--- config.mk ---
export PLATFORM = sky130hd
export DESIGN_NAME = overwriting_ring_offset_lookup_flat
export DESIGN_NICKNAME = d
export VERILOG_FILES = /design/src/hw/rtl/orol_pkg.sv /design/src/hw/rtl/orol_in_if.sv /design/src/hw/rtl/orol_out_if.sv /design/src/hw/rtl/orol_ctrl.sv /design/src/hw/rtl/orol_dp.sv /design/src/hw/rtl/overwriting_ring_offset_lookup.sv /design/src/flat_wrapper.sv
export VERILOG_INCLUDE_DIRS = /design/src /design/src/hw/rtl
export SDC_FILE = /design/constraint.sdc
export NUM_CORES = 1
export LEC_CHECK = 0
export ABC_AREA = 1
export BUFFER_PORTS_ARGS = -buffer_cell sky130_fd_sc_hd__buf_4
export CORE_ASPECT_RATIO = 0.8
export CORE_MARGIN = 1
export CORE_UTILIZATION = 47
export CTS_BUF_LIST = sky130_fd_sc_hd__clkbuf_16
export DETAILED_ROUTE_END_ITERATION = 8
export PLACE_DENSITY = 0.66
export SLEW_MARGIN = 0
export SYNTH_ARGS = -nofsm -noshare
export SYNTH_HDL_FRONTEND = slang
export SYNTH_SLANG_ARGS = --single-unit
--- constraint.sdc ---
create_clock -name clk_i -period 14.5 [get_ports clk_i]
set_input_delay 1.45 -clock clk_i [delete_from_list [all_inputs] [get_ports clk_i]]
set_output_delay 1.45 -clock clk_i [all_outputs]
set_load 0.02 [all_outputs]
--- src/hw/rtl/overwriting_ring_offset_lookup_macros.svh ---
// Assertion macros used by the ring offset lookup datapath
`ifndef OVERWRITING_RING_OFFSET_LOOKUP_MACROS_SVH
`define OVERWRITING_RING_OFFSET_LOOKUP_MACROS_SVH

// same-cycle implication, clocked on clk_i, off during reset
`define OROL_ASSERT_NOW(lbl, ante, cons, msg) \
  lbl: assert property (@(posedge clk_i) disable iff (!rst_ni) (ante) |-> (cons)) \
    else $error(msg);

// next-cycle implication, clocked on clk_i, off during reset
`define OROL_ASSERT_NEXT(lbl, ante, cons, msg) \
  lbl: assert property (@(posedge clk_i) disable iff (!rst_ni) (ante) |=> (cons)) \
    else $error(msg);

`endif

--- src/hw/rtl/orol_pkg.sv ---
// Package: sizes, item types and controller/datapath signal groups
`timescale 1ns / 1ps

package orol_pkg;

  localparam int DEPTH       = 16;
  localparam int SIZE_BITS   = 16;
  localparam int HANDLE_BITS = 32;

  localparam int OFF_W    = 20;
  localparam int HANDLE_W = 32;
  localparam int SIZE_W   = 16;
  localparam int SLOT_W   = 4;

  localparam int IDX_W = $clog2(DEPTH);
  localparam int CNT_W = $clog2(DEPTH + 1);
  localparam int ACC_W = (OFF_W > SIZE_BITS + CNT_W) ? OFF_W : SIZE_BITS + CNT_W;

  typedef struct packed {
    logic [HANDLE_BITS-1:0] handle;
    logic [SIZE_BITS-1:0]   size;
  } entry_t;

  typedef struct packed {
    logic                opcode;
    logic [HANDLE_W-1:0] entry_handle;
    logic [SIZE_W-1:0]   entry_size;
    logic [OFF_W-1:0]    find_offset;
  } in_item_t;

  typedef struct packed {
    logic                evicted_valid;
    logic [HANDLE_W-1:0] evicted_handle;
    logic                found;
    logic [SLOT_W-1:0]   found_slot;
    logic [HANDLE_W-1:0] found_handle;
    logic [SIZE_W-1:0]   byte_in_entry;
  } out_item_t;

  localparam logic OP_ADD  = 1'b0;
  localparam logic OP_FIND = 1'b1;

  typedef struct packed {
    logic start;
    logic add_commit;
    logic find_step;
    logic find_done;
    logic out_load;
  } cmd_t;

  typedef struct packed {
    logic in_find;
    logic walk_end;
    logic hit;
    logic out_free;
  } sts_t;

endpackage

--- src/hw/rtl/orol_in_if.sv ---
// Input channel: valid/ready handshake carrying one request item
`timescale 1ns / 1ps

interface orol_in_if import orol_pkg::*; ();
  logic     valid;
  logic     ready;
  in_item_t payload;

  modport source (output valid, output payload, input ready);
  modport sink (input valid, input payload, output ready);
endinterface

--- src/hw/rtl/orol_out_if.sv ---
// Output channel: valid/ready handshake carrying one result item
`timescale 1ns / 1ps

interface orol_out_if import orol_pkg::*; ();
  logic      valid;
  logic      ready;
  out_item_t payload;

  modport source (output valid, output payload, input ready);
  modport sink (input valid, input payload, output ready);
endinterface

--- src/hw/rtl/orol_ctrl.sv ---
// Controller: sequences add and find items over the datapath
`timescale 1ns / 1ps

module orol_ctrl import orol_pkg::*; (
  input  logic clk_i,
  input  logic rst_ni,
  input  logic in_valid_i,
  output logic in_ready_o,
  input  sts_t sts_i,
  output cmd_t cmd_o
);

  typedef enum logic [3:0] {
    ST_IDLE = 4'b0001,
    ST_ADD  = 4'b0010,
    ST_FIND = 4'b0100,
    ST_DONE = 4'b1000
  } state_e;

  state_e state_q, state_d;

  always_comb begin
    state_d    = state_q;
    cmd_o      = '0;
    in_ready_o = 1'b0;
    case (state_q)
      ST_IDLE: begin
        in_ready_o = 1'b1;
        if (in_valid_i) begin
          cmd_o.start = 1'b1;
          state_d     = sts_i.in_find ? ST_FIND : ST_ADD;
        end
      end
      ST_ADD: begin
        cmd_o.add_commit = 1'b1;
        state_d          = ST_DONE;
      end
      ST_FIND: begin
        if (sts_i.walk_end || sts_i.hit) begin
          cmd_o.find_done = 1'b1;
          state_d         = ST_DONE;
        end else begin
          cmd_o.find_step = 1'b1;
        end
      end
      ST_DONE: begin
        if (sts_i.out_free) begin
          cmd_o.out_load = 1'b1;
          state_d        = ST_IDLE;
        end
      end
      default: begin
        state_d = ST_IDLE;
      end
    endcase
  end

  always_ff @(posedge clk_i or negedge rst_ni) begin
    if (!rst_ni) begin
      state_q <= ST_IDLE;
    end else begin
      state_q <= state_d;
    end
  end

endmodule

--- src/hw/rtl/orol_dp.sv ---
// Datapath: entry ring memory, ring indices, offset walk and result register
`timescale 1ns / 1ps
`include "overwriting_ring_offset_lookup_macros.svh"

module orol_dp import orol_pkg::*; (
  input  logic      clk_i,
  input  logic      rst_ni,
  input  in_item_t  in_item_i,
  input  cmd_t      cmd_i,
  output sts_t      sts_o,
  output logic      out_valid_o,
  output out_item_t out_item_o,
  input  logic      out_ready_i
);

  localparam logic [IDX_W-1:0] IDX_LAST = IDX_W'(DEPTH - 1);

  function automatic logic [IDX_W-1:0] idx_inc(input logic [IDX_W-1:0] idx);
    return (idx == IDX_LAST) ? '0 : idx + 1'b1;
  endfunction

  entry_t mem_q [DEPTH];
  entry_t rd_q;

  logic [IDX_W-1:0] wr_idx_q, wr_idx_d;
  logic [IDX_W-1:0] rd_idx_q, rd_idx_d;
  logic             full_q, full_d;
  logic [CNT_W-1:0] cnt_q, count_q;
  logic             out_valid_q;

  logic [HANDLE_BITS-1:0] handle_q;
  logic [SIZE_BITS-1:0]   size_q;
  logic [OFF_W-1:0]       off_q;
  logic [IDX_W-1:0]       ptr_q, ptr_next;
  logic [ACC_W-1:0]       pos_q;
  out_item_t              res_q, out_q;

  logic [IDX_W-1:0] rd_addr;
  logic             rd_en;
  logic [ACC_W-1:0] off_ext, size_ext, diff;
  logic             hit;
  logic [CNT_W-1:0] count_now;

  assign ptr_next  = idx_inc(ptr_q);
  assign rd_en     = cmd_i.start | cmd_i.find_step;
  assign rd_addr   = cmd_i.find_step ? ptr_next : rd_idx_q;
  assign count_now = full_q ? CNT_W'(DEPTH) : CNT_W'(wr_idx_q);

  assign off_ext  = ACC_W'(off_q);
  assign size_ext = ACC_W'(rd_q.size);
  assign diff     = off_ext - pos_q;
  assign hit      = (off_ext >= pos_q) && (diff < size_ext);

  assign sts_o.in_find  = (in_item_i.opcode == OP_FIND);
  assign sts_o.walk_end = (cnt_q == count_q);
  assign sts_o.hit      = hit;
  assign sts_o.out_free = !out_valid_q || out_ready_i;

  always_comb begin
    wr_idx_d = wr_idx_q;
    rd_idx_d = rd_idx_q;
    full_d   = full_q;
    if (cmd_i.add_commit) begin
      wr_idx_d = idx_inc(wr_idx_q);
      if (full_q) begin
        rd_idx_d = idx_inc(rd_idx_q);
      end
      full_d = full_q || (wr_idx_d == rd_idx_d);
    end
  end

  always_ff @(posedge clk_i) begin
    if (cmd_i.add_commit) begin
      mem_q[wr_idx_q] <= '{handle: handle_q, size: size_q};
    end
    if (rd_en) begin
      rd_q <= mem_q[rd_addr];
    end
  end

  always_ff @(posedge clk_i or negedge rst_ni) begin
    if (!rst_ni) begin
      wr_idx_q    <= '0;
      rd_idx_q    <= '0;
      full_q      <= 1'b0;
      cnt_q       <= '0;
      count_q     <= '0;
      out_valid_q <= 1'b0;
    end else begin
      wr_idx_q <= wr_idx_d;
      rd_idx_q <= rd_idx_d;
      full_q   <= full_d;
      if (cmd_i.start) begin
        cnt_q   <= '0;
        count_q <= count_now;
      end else if (cmd_i.find_step) begin
        cnt_q <= cnt_q + 1'b1;
      end
      if (cmd_i.out_load) begin
        out_valid_q <= 1'b1;
      end else if (out_ready_i) begin
        out_valid_q <= 1'b0;
      end
    end
  end

  always_ff @(posedge clk_i) begin
    if (cmd_i.start) begin
      handle_q <= HANDLE_BITS'(in_item_i.entry_handle);
      size_q   <= SIZE_BITS'(in_item_i.entry_size);
      off_q    <= in_item_i.find_offset;
      ptr_q    <= rd_idx_q;
      pos_q    <= '0;
    end else if (cmd_i.find_step) begin
      ptr_q <= ptr_next;
      pos_q <= pos_q + size_ext;
    end
    if (cmd_i.add_commit) begin
      res_q.evicted_valid  <= full_q;
      res_q.evicted_handle <= full_q ? HANDLE_W'(rd_q.handle) : '0;
      res_q.found          <= 1'b0;
      res_q.found_slot     <= '0;
      res_q.found_handle   <= '0;
      res_q.byte_in_entry  <= '0;
    end else if (cmd_i.find_done) begin
      res_q.evicted_valid  <= 1'b0;
      res_q.evicted_handle <= '0;
      if (hit && !sts_o.walk_end) begin
        res_q.found         <= 1'b1;
        res_q.found_slot    <= SLOT_W'(ptr_q);
        res_q.found_handle  <= HANDLE_W'(rd_q.handle);
        res_q.byte_in_entry <= SIZE_W'(diff);
      end else begin
        res_q.found         <= 1'b0;
        res_q.found_slot    <= '0;
        res_q.found_handle  <= '0;
        res_q.byte_in_entry <= '0;
      end
    end
    if (cmd_i.out_load) begin
      out_q <= res_q;
    end
  end

  assign out_valid_o = out_valid_q;
  assign out_item_o  = out_q;

  `OROL_ASSERT_NOW(a_full_idx_eq, full_q, rd_idx_q == wr_idx_q, "full ring with split indices")
  `OROL_ASSERT_NOW(a_empty_rd_zero, !full_q, rd_idx_q == '0, "read index moved before full")
  `OROL_ASSERT_NOW(a_walk_bound, 1'b1, cnt_q <= count_q, "walk ran past stored entries")
  `OROL_ASSERT_NOW(a_res_exclusive, out_valid_q && out_q.found, !out_q.evicted_valid,
                   "result both found and evicted")
  `OROL_ASSERT_NEXT(a_add_advance, cmd_i.add_commit, wr_idx_q == $past(idx_inc(wr_idx_q)),
                    "write index did not advance on add")

endmodule

--- src/hw/rtl/overwriting_ring_offset_lookup.sv ---
// Ring of handle/size entries with overwrite on full and offset lookup.
// An add writes its entry and result in the add state; a find walks from the oldest entry until
// a hit or the end of the stored data (at most DEPTH entries), one ring entry per cycle. Each
// result is then loaded into the output register once it is free; the next item is accepted only
// after that load, so a result waiting in the output register holds off the next item.
// Reset empties the ring (indices and full flag cleared); entry storage is not cleared.
`timescale 1ns / 1ps

module overwriting_ring_offset_lookup import orol_pkg::*; (
  input  logic       clk_i,
  input  logic       rst_ni,
  orol_in_if.sink    in_i,
  orol_out_if.source out_o
);

  cmd_t      cmd;
  sts_t      sts;
  logic      out_valid;
  out_item_t out_item;

  orol_ctrl u_ctrl (
    .clk_i      (clk_i),
    .rst_ni     (rst_ni),
    .in_valid_i (in_i.valid),
    .in_ready_o (in_i.ready),
    .sts_i      (sts),
    .cmd_o      (cmd)
  );

  orol_dp u_dp (
    .clk_i       (clk_i),
    .rst_ni      (rst_ni),
    .in_item_i   (in_i.payload),
    .cmd_i       (cmd),
    .sts_o       (sts),
    .out_valid_o (out_valid),
    .out_item_o  (out_item),
    .out_ready_i (out_o.ready)
  );

  assign out_o.valid   = out_valid;
  assign out_o.payload = out_item;

endmodule
--- src/flat_wrapper.sv ---
// flat-port wrapper written by rule: the top's interface ports become plain ports
module overwriting_ring_offset_lookup_flat import orol_pkg::*;
  (clk_i, rst_ni, in_i_valid, in_i_payload, in_i_ready, out_o_valid, out_o_payload, out_o_ready);
  orol_in_if in_i_i ();
  orol_out_if out_o_i ();
  input  logic clk_i;
  input  logic rst_ni;
  input wire logic [$bits(in_i_i.valid)-1:0] in_i_valid;
  input wire logic [$bits(in_i_i.payload)-1:0] in_i_payload;
  output wire logic [$bits(in_i_i.ready)-1:0] in_i_ready;
  output wire logic [$bits(out_o_i.valid)-1:0] out_o_valid;
  output wire logic [$bits(out_o_i.payload)-1:0] out_o_payload;
  input wire logic [$bits(out_o_i.ready)-1:0] out_o_ready;
  assign in_i_i.valid = in_i_valid;
  assign in_i_i.payload = in_i_payload;
  assign in_i_ready = in_i_i.ready;
  assign out_o_valid = out_o_i.valid;
  assign out_o_payload = out_o_i.payload;
  assign out_o_i.ready = out_o_ready;
  overwriting_ring_offset_lookup u_core (.clk_i(clk_i), .rst_ni(rst_ni), .in_i(in_i_i), .out_o(out_o_i));
endmodule
==> flow_summary.toml, run 1 <==
[final_layout]
layout_common_cells = "edfxtp_1, nand3_1, inv_1"
nNetsFinal = 4658
final_common_cell = "edfxtp_1"
antenna-diode-count = 0
layout-area-overhead-vs-synth_pct = 12.1
drive_above_1_share_pct = 8.83
postLayoutCoreUtil_pct = 53.1
num-fill-cells = 8540

[logic_synthesis]
synth_cells = 4421
yosys.area_share.simple_pct = 18.0
yosysWarnings = 0
synth-adder-area-share_pct = 1.61
synth_mux_area_share_pct = 0
syn-num-nets = 4554
synth_xor_area_share_pct = 0.607
synth-main-ff-cell = "edfxtp_1"
synth.largest_area_cell = "edfxtp_1"
async_flop_share_pct = 2.17
ys_seq_area_share_pct = 67.9
synth-edff-count = 1007
synth-seq-cells = 1105
synth_cell_types = 48
synth_top_family_by_area = "simple AND/OR/NAND/NOR gates"
synth_area_per_cell_sq_um = 10.8
netlist_top_cells_area = "edfxtp_1, nand3_1, inv_1"
syn_area_sq_mm = 0.0476
synth_top_area_share_pct = 63.5
synth_compound_area_share_pct = 1.99

[setup_path]
crit_arrival_ns = 8.28
rr_endpoint = "u_core.u_dp.rd_q[1]"
slowest_delay_ns = 0.88
reg2reg_setup_slack_ns = 6.66
rr_worst_depth = 26
path_class = "flop to flop"
end_kind = "flop"
crit_path_start = "u_core.u_dp.pos_q[2]"
startpoint_type = "flop"
worst-endpoint-required_ns = 14.94
crit_top_cell = "nand2_1"
worstReg2RegStart = "u_core.u_dp.pos_q[2]"
cp_max_fo = 120
cp_slowest_cell = "nand2_8"

[floorplan]
initial_core_util_pct = 47.4
die-area_sq_mm = 0.103
core_sq_mm = 0.100
die_h_microns = 287
die_w_microns = 358
rows = 104
pin_count = 161

[timing]
slew-limit-headroom_pct = 9.60
skew_ns = 0.0507
setup_viol = 0
period_share_pct = 54.1
slew_violations = 0
tightest_slew_ns = 1.36
hold_viol = 0
timing.fmax_ghz = 0.128
period_minus_slack_ns = 7.84
fin_hold_ws_ns = 0.414
setup_tns_ns = 0
rsz0062_at_grt = "false"

[global_routing]
grt_pass1_wl_microns = 182000
overflow = 0
grt_max_degree = 153
track_usage_pct = 23.7
antenna_found_initial = 3
first_global_vias = 29600

[cts]
postCtsSetupRepairBufs = 0
clk_pin_slew_ns = 0.06
ctsHoldBuffers = 0
htreeDepth = 3
cts_tree = "built"
clock-sinks = 1105
cts_root_buf = "clkbuf_16"
clk_latency_ns = 0.71
ctsResizeCount = 0
cts_buffers = 109
cts_buffer_depth = 3

[min_path]
hp-class = "flop to flop"
holdPathEnd = "u_core.u_dp.out_item_o[62]"
holdPathStages = 0
hp-start = "u_core.u_dp.res_q[62]"

[route]
vias = 31600
drc_errors = 0
dr.first_iter.drc_count = 3584
firstDrtPassIters = 6
totalWireLength_microns = 122000
ant_nets = 0
viasPerCell = 5.32
wl_per_cell_microns = 20.6

[placement]
gp_congestion = 0.922
dp_hpwl_microns = 63600
portBuffers = 160

[pwr]
powerDensity_mw_per_mm2 = 189
p_leak_nw = 22.4
max-vdd-ir-drop_uv = 138

[job]
cap_violations = 0

[run_status]
status = "finished, final reports clean"
[cells in the mapped netlist, types with 2 or more instances]
| cell type | n |
|---|---|
| xor2_1 | 21 |
| clkbuf_1 | 43 |
| buf_6 | 22 |
| o32ai_1 | 5 |
| nand2_2 | 4 |
| o21ai_2 | 4 |
| buf_2 | 116 |
| nand4_1 | 20 |
| dfrtp_1 | 23 |
| a21boi_0 | 3 |
| o22ai_1 | 11 |
| buf_4 | 23 |
| inv_1 | 920 |
| o21a_1 | 2 |
| edfxtp_1 | 1007 |
| o21ai_1 | 35 |
| ha_1 | 58 |
| nand2_4 | 3 |
| nand3b_1 | 2 |
| nor4_1 | 5 |
| nand2_1 | 810 |
| dfxtp_1 | 74 |
| buf_1 | 5 |
| nand3_1 | 943 |
| nor3_1 | 50 |
| nor2_1 | 67 |
| inv_2 | 8 |
| a21oi_1 | 47 |
| fa_1 | 2 |
| and2_1 | 2 |
| xnor2_1 | 12 |
| o211ai_1 | 3 |
| o21ai_0 | 54 |
| a31oi_1 | 3 |
[layer usage]
metal,global-route usage [%],wire [microns]
met2,35.8,54000
met4,6.93,2910
met5,0,0
met3,4.90,12200
met1,34.4,53200
[per-stage QoR]
step                      area [sq um]  setup slack, ns  cells  power [W]
after global routing             53300             6.02   5943     0.0106
after floorplan                  47600             8.90   4421    0.00628
final                            53300             6.66   5943     0.0101
after global placement           49800             6.87   5739    0.00721
after CTS                        53300             6.69   5943     0.0101
after detailed placement         49800             6.73   5739    0.00727
[registers in the layout, indices dropped and copies added, names as in the netlist, 5 cells and up]
register,cells
u_core.u_dp.res_q,86
u_core.u_dp.count_q,5
u_core.u_dp.handle_q,32
u_core.u_dp.out_item_o,86
u_core.u_dp.mem_q,768
u_core.u_dp.pos_q,21
u_core.u_dp.rd_q,48
u_core.u_dp.cnt_q,5
u_core.u_dp.off_q,20
u_core.u_dp.size_q,16
[power by group]
part	switching (W)	internal [W]	total, W
sequential	0.000363	0.00407	0.00443
combinational	0.00200	0.000818	0.00282
clock	0.00122	0.00159	0.00281
total	0.00358	0.00648	0.0101
[kinds of logic after synthesis]
family,count (synthesis)
AOI/OAI and AO/OA,172
buffers and inverters,1140
and+or+nand+nor,1911
xor gates and xnor gates,33
DFF,1105
adders and majority gates,60
[worst max-delay path by stage]
stage | to | slack (ns)
2_1_floorplan | u_core.u_dp.out_item_o[0] | 8.90
3_3_place_gp | u_core.u_dp.rd_q[41] | 6.87
3_5_place_dp | u_core.u_dp.rd_q[1] | 6.73
4_1_cts | u_core.u_dp.rd_q[1] | 6.69
5_1_grt | u_core.u_dp.rd_q[3] | 6.02
6_report | u_core.u_dp.rd_q[1] | 6.66
[layout make-up]
| class | instances | area, sq um | area share (%) |
|---|---|---|---|
| repair buffers | 204 | 1540 | 2.89 |
| flip-flops and latches | 1105 | 32300 | 60.6 |
| clock inverters | 93 | 761 | 1.43 |
| well taps | 1325 | 1660 | 3.11 |
| inverters | 929 | 3490 | 6.54 |
| clock buffers | 111 | 2780 | 5.21 |
| multi-input cells | 2176 | 10800 | 20.2 |
[worst max-delay path: cells and delay by family, from the launching register on]
kind            cells  cell delay, ns
compound gates      6            1.24
buf+inv             3            1.52
xor+xnor            1            0.26
fa+ha+maj           2            0.64
simple gates       14            3.45
flops               1            0.33
Power figures use the tool's default switching activity.
==> inputs of run 2 (changes only) <==
clock period = 8.1 ns   (was 14.5 ns; I/O delays follow)
==> run 2 against run 1 <==
  * Critical path depth decreased by 1
  * Core utilization is essentially flat
  * Maximum frequency is 19% higher
==> flow_summary.toml, run 2 (same netlist as run 1, synthesis figures left out) <==
[setup_path]
crit_path_start = "u_core.u_dp.pos_q[1]"
worstReg2RegStart = "u_core.u_dp.pos_q[1]"
path_class = "flop to flop"
end_kind = "flop"
worst-endpoint-required_ns = 8.53
cp_max_fo = 126
rr_worst_depth = 25
startpoint_type = "flop"
crit_arrival_ns = 7.03

[placement]
place_ws_ns = 1.63
gp_congestion = 0.920
dp_hpwl_microns = 62600
dp.cells = 5740
portBuffers = 160

[timing]
slew_violations = 0
tightest_slew_ns = 1.16
slew-limit-headroom_pct = 22.7
period_minus_slack_ns = 6.60
period_share_pct = 81.5
setup_tns_ns = 0
layout_setup_ws_ns = 1.50
timing.fmax_ghz = 0.151
skew_ns = 0.0393
setup_viol = 0
hold_viol = 0
rsz0062_at_grt = "false"

[global_routing]
first_global_vias = 29500
antenna_found_initial = 1
track_usage_pct = 23.6
grt_max_degree = 127
overflow = 0
grt_pass1_wl_microns = 182000

[final_layout]
num-fill-cells = 8561
layout-area-overhead-vs-synth_pct = 12.1
seqCellArea_sq_mm = 0.0323
antenna-diode-count = 0
regMostFlops = "u_core.u_dp.mem_q"
multi_input_area_sq_mm = 0.0108
layout_common_cells = "edfxtp_1, inv_1, nand3_1"
nNetsFinal = 4658
drive_above_1_share_pct = 8.79
layoutNonFillerInstCount = 5943
largest_reg_flops = 768
postLayoutCoreUtil_pct = 53.1
final_common_cell = "edfxtp_1"

[pwr]
powerDensity_mw_per_mm2 = 335
max-vdd-ir-drop_uv = 218
p_leak_nw = 22.4

[floorplan]
core_sq_mm = 0.100
die_h_microns = 287
die-area_sq_mm = 0.103
pin_count = 161
initial_core_util_pct = 47.4
die_w_microns = 358
rows = 104

[cts]
cts_tree = "built"
cts_buffers = 107
clock-sinks = 1105
htreeDepth = 3
cts_root_buf = "clkbuf_16"
clk_latency_ns = 0.71
ctsResizeCount = 0
clk_pin_slew_ns = 0.08
cts_buffer_depth = 3

[min_path]
hp-class = "primary input to flop"
hp-start = "in_i_payload[13]"
holdPathStages = 1

[job]
cap_violations = 0

[route]
viasPerCell = 5.30
ant_nets = 0
wl_per_cell_microns = 20.3
totalWireLength_microns = 121000
vias = 31500
dr.first_iter.drc_count = 3669
drc_errors = 0
firstDrtPassIters = 6

[run_status]
status = "finished, final reports clean"
## run 2: changes by cell type in the layout (fill, tap and decap cells not counted), moves of 2 or more
cell / change
inv_6: -2
bufinv_16: -3
buf_4: -4
clkinv_8: +2
buf_12: +5
inv_1: +2
## run 2: repair_timing
item	in CTS	in global routing
endpoints found under the hold margin	23	0
hold buffers	1	0
setup buffers	0	0
## run 2: power breakdown
group	leakage [nW]	internal, W	total [W]	switching [W]
combinational	10.6	0.00149	0.00516	0.00367
sequential	10.0	0.00728	0.00784	0.000556
clock	1.78	0.00275	0.00490	0.00214
total	22.4	0.0115	0.0179	0.00637
## run 2: cell type report
cell class              count  area share, %
well taps                1325           3.11
repair buffers            206           3.04
clock inverters            90           1.22
clock buffers             112           5.25
multi-input cells        2176           20.2
flip-flops and latches   1105           60.6
inverters                 929           6.54
## run 2: critical path, stage by stage, from the launching register on
cell and delay [ns]:
dfxtp_1 0.38, inv_1 0.12, ha_1 0.29, nand2_1 0.08
o21ai_1 0.27, a31oi_1 0.16, o21ai_0 0.40, xor2_1 0.27
ha_1 0.27, nand2_1 0.09, o21ai_0 0.10, a21oi_1 0.13
nand2_1 0.07, a21oi_1 0.13, nor2_1 0.08, nor2_4 0.31
nand3_4 0.22, nand2_4 0.48, nand2_4 0.51, nand2_8 0.88
buf_4 0.52, nand2_1 0.13, nand3_1 0.12, nand3_1 0.08
nand3_1 0.11, nand2_1 0.06
## run 2: metal layers
metal / track usage [%] / routed length, microns / vias up
met4: 6.03 / 2370 / 2
met2: 35.6 / 53300 / 1469
met3: 5.14 / 12300 / 186
met1: 34.6 / 52700 / 15000
li1: - / - / 14800
met5: 0 / 12 / -
## run 2: final timing paths
kind,to,slack (ns)
setup / recovery,u_core.u_dp.rd_q[21],1.50
setup reg to reg,u_core.u_dp.rd_q[21],1.50
min in group asynchronous,u_core.u_ctrl.state_q[1],0.56
max in group asynchronous,u_core.u_ctrl.state_q[0],7.26
hold reg to reg,u_core.u_dp.out_item_o[70],0.41
hold / removal,u_core.u_dp.off_q[13],0.28
## run 2: through the flow
stage,cell area [sq um],hold slack [ns],power (W)
floorplan,47600,0.400,0.0112
global placement,49900,0.402,0.0129
detailed placement,49900,0.405,0.0130
CTS,53300,0.240,0.0179
global route,53300,0.251,0.0188
finish,53300,0.277,0.0179
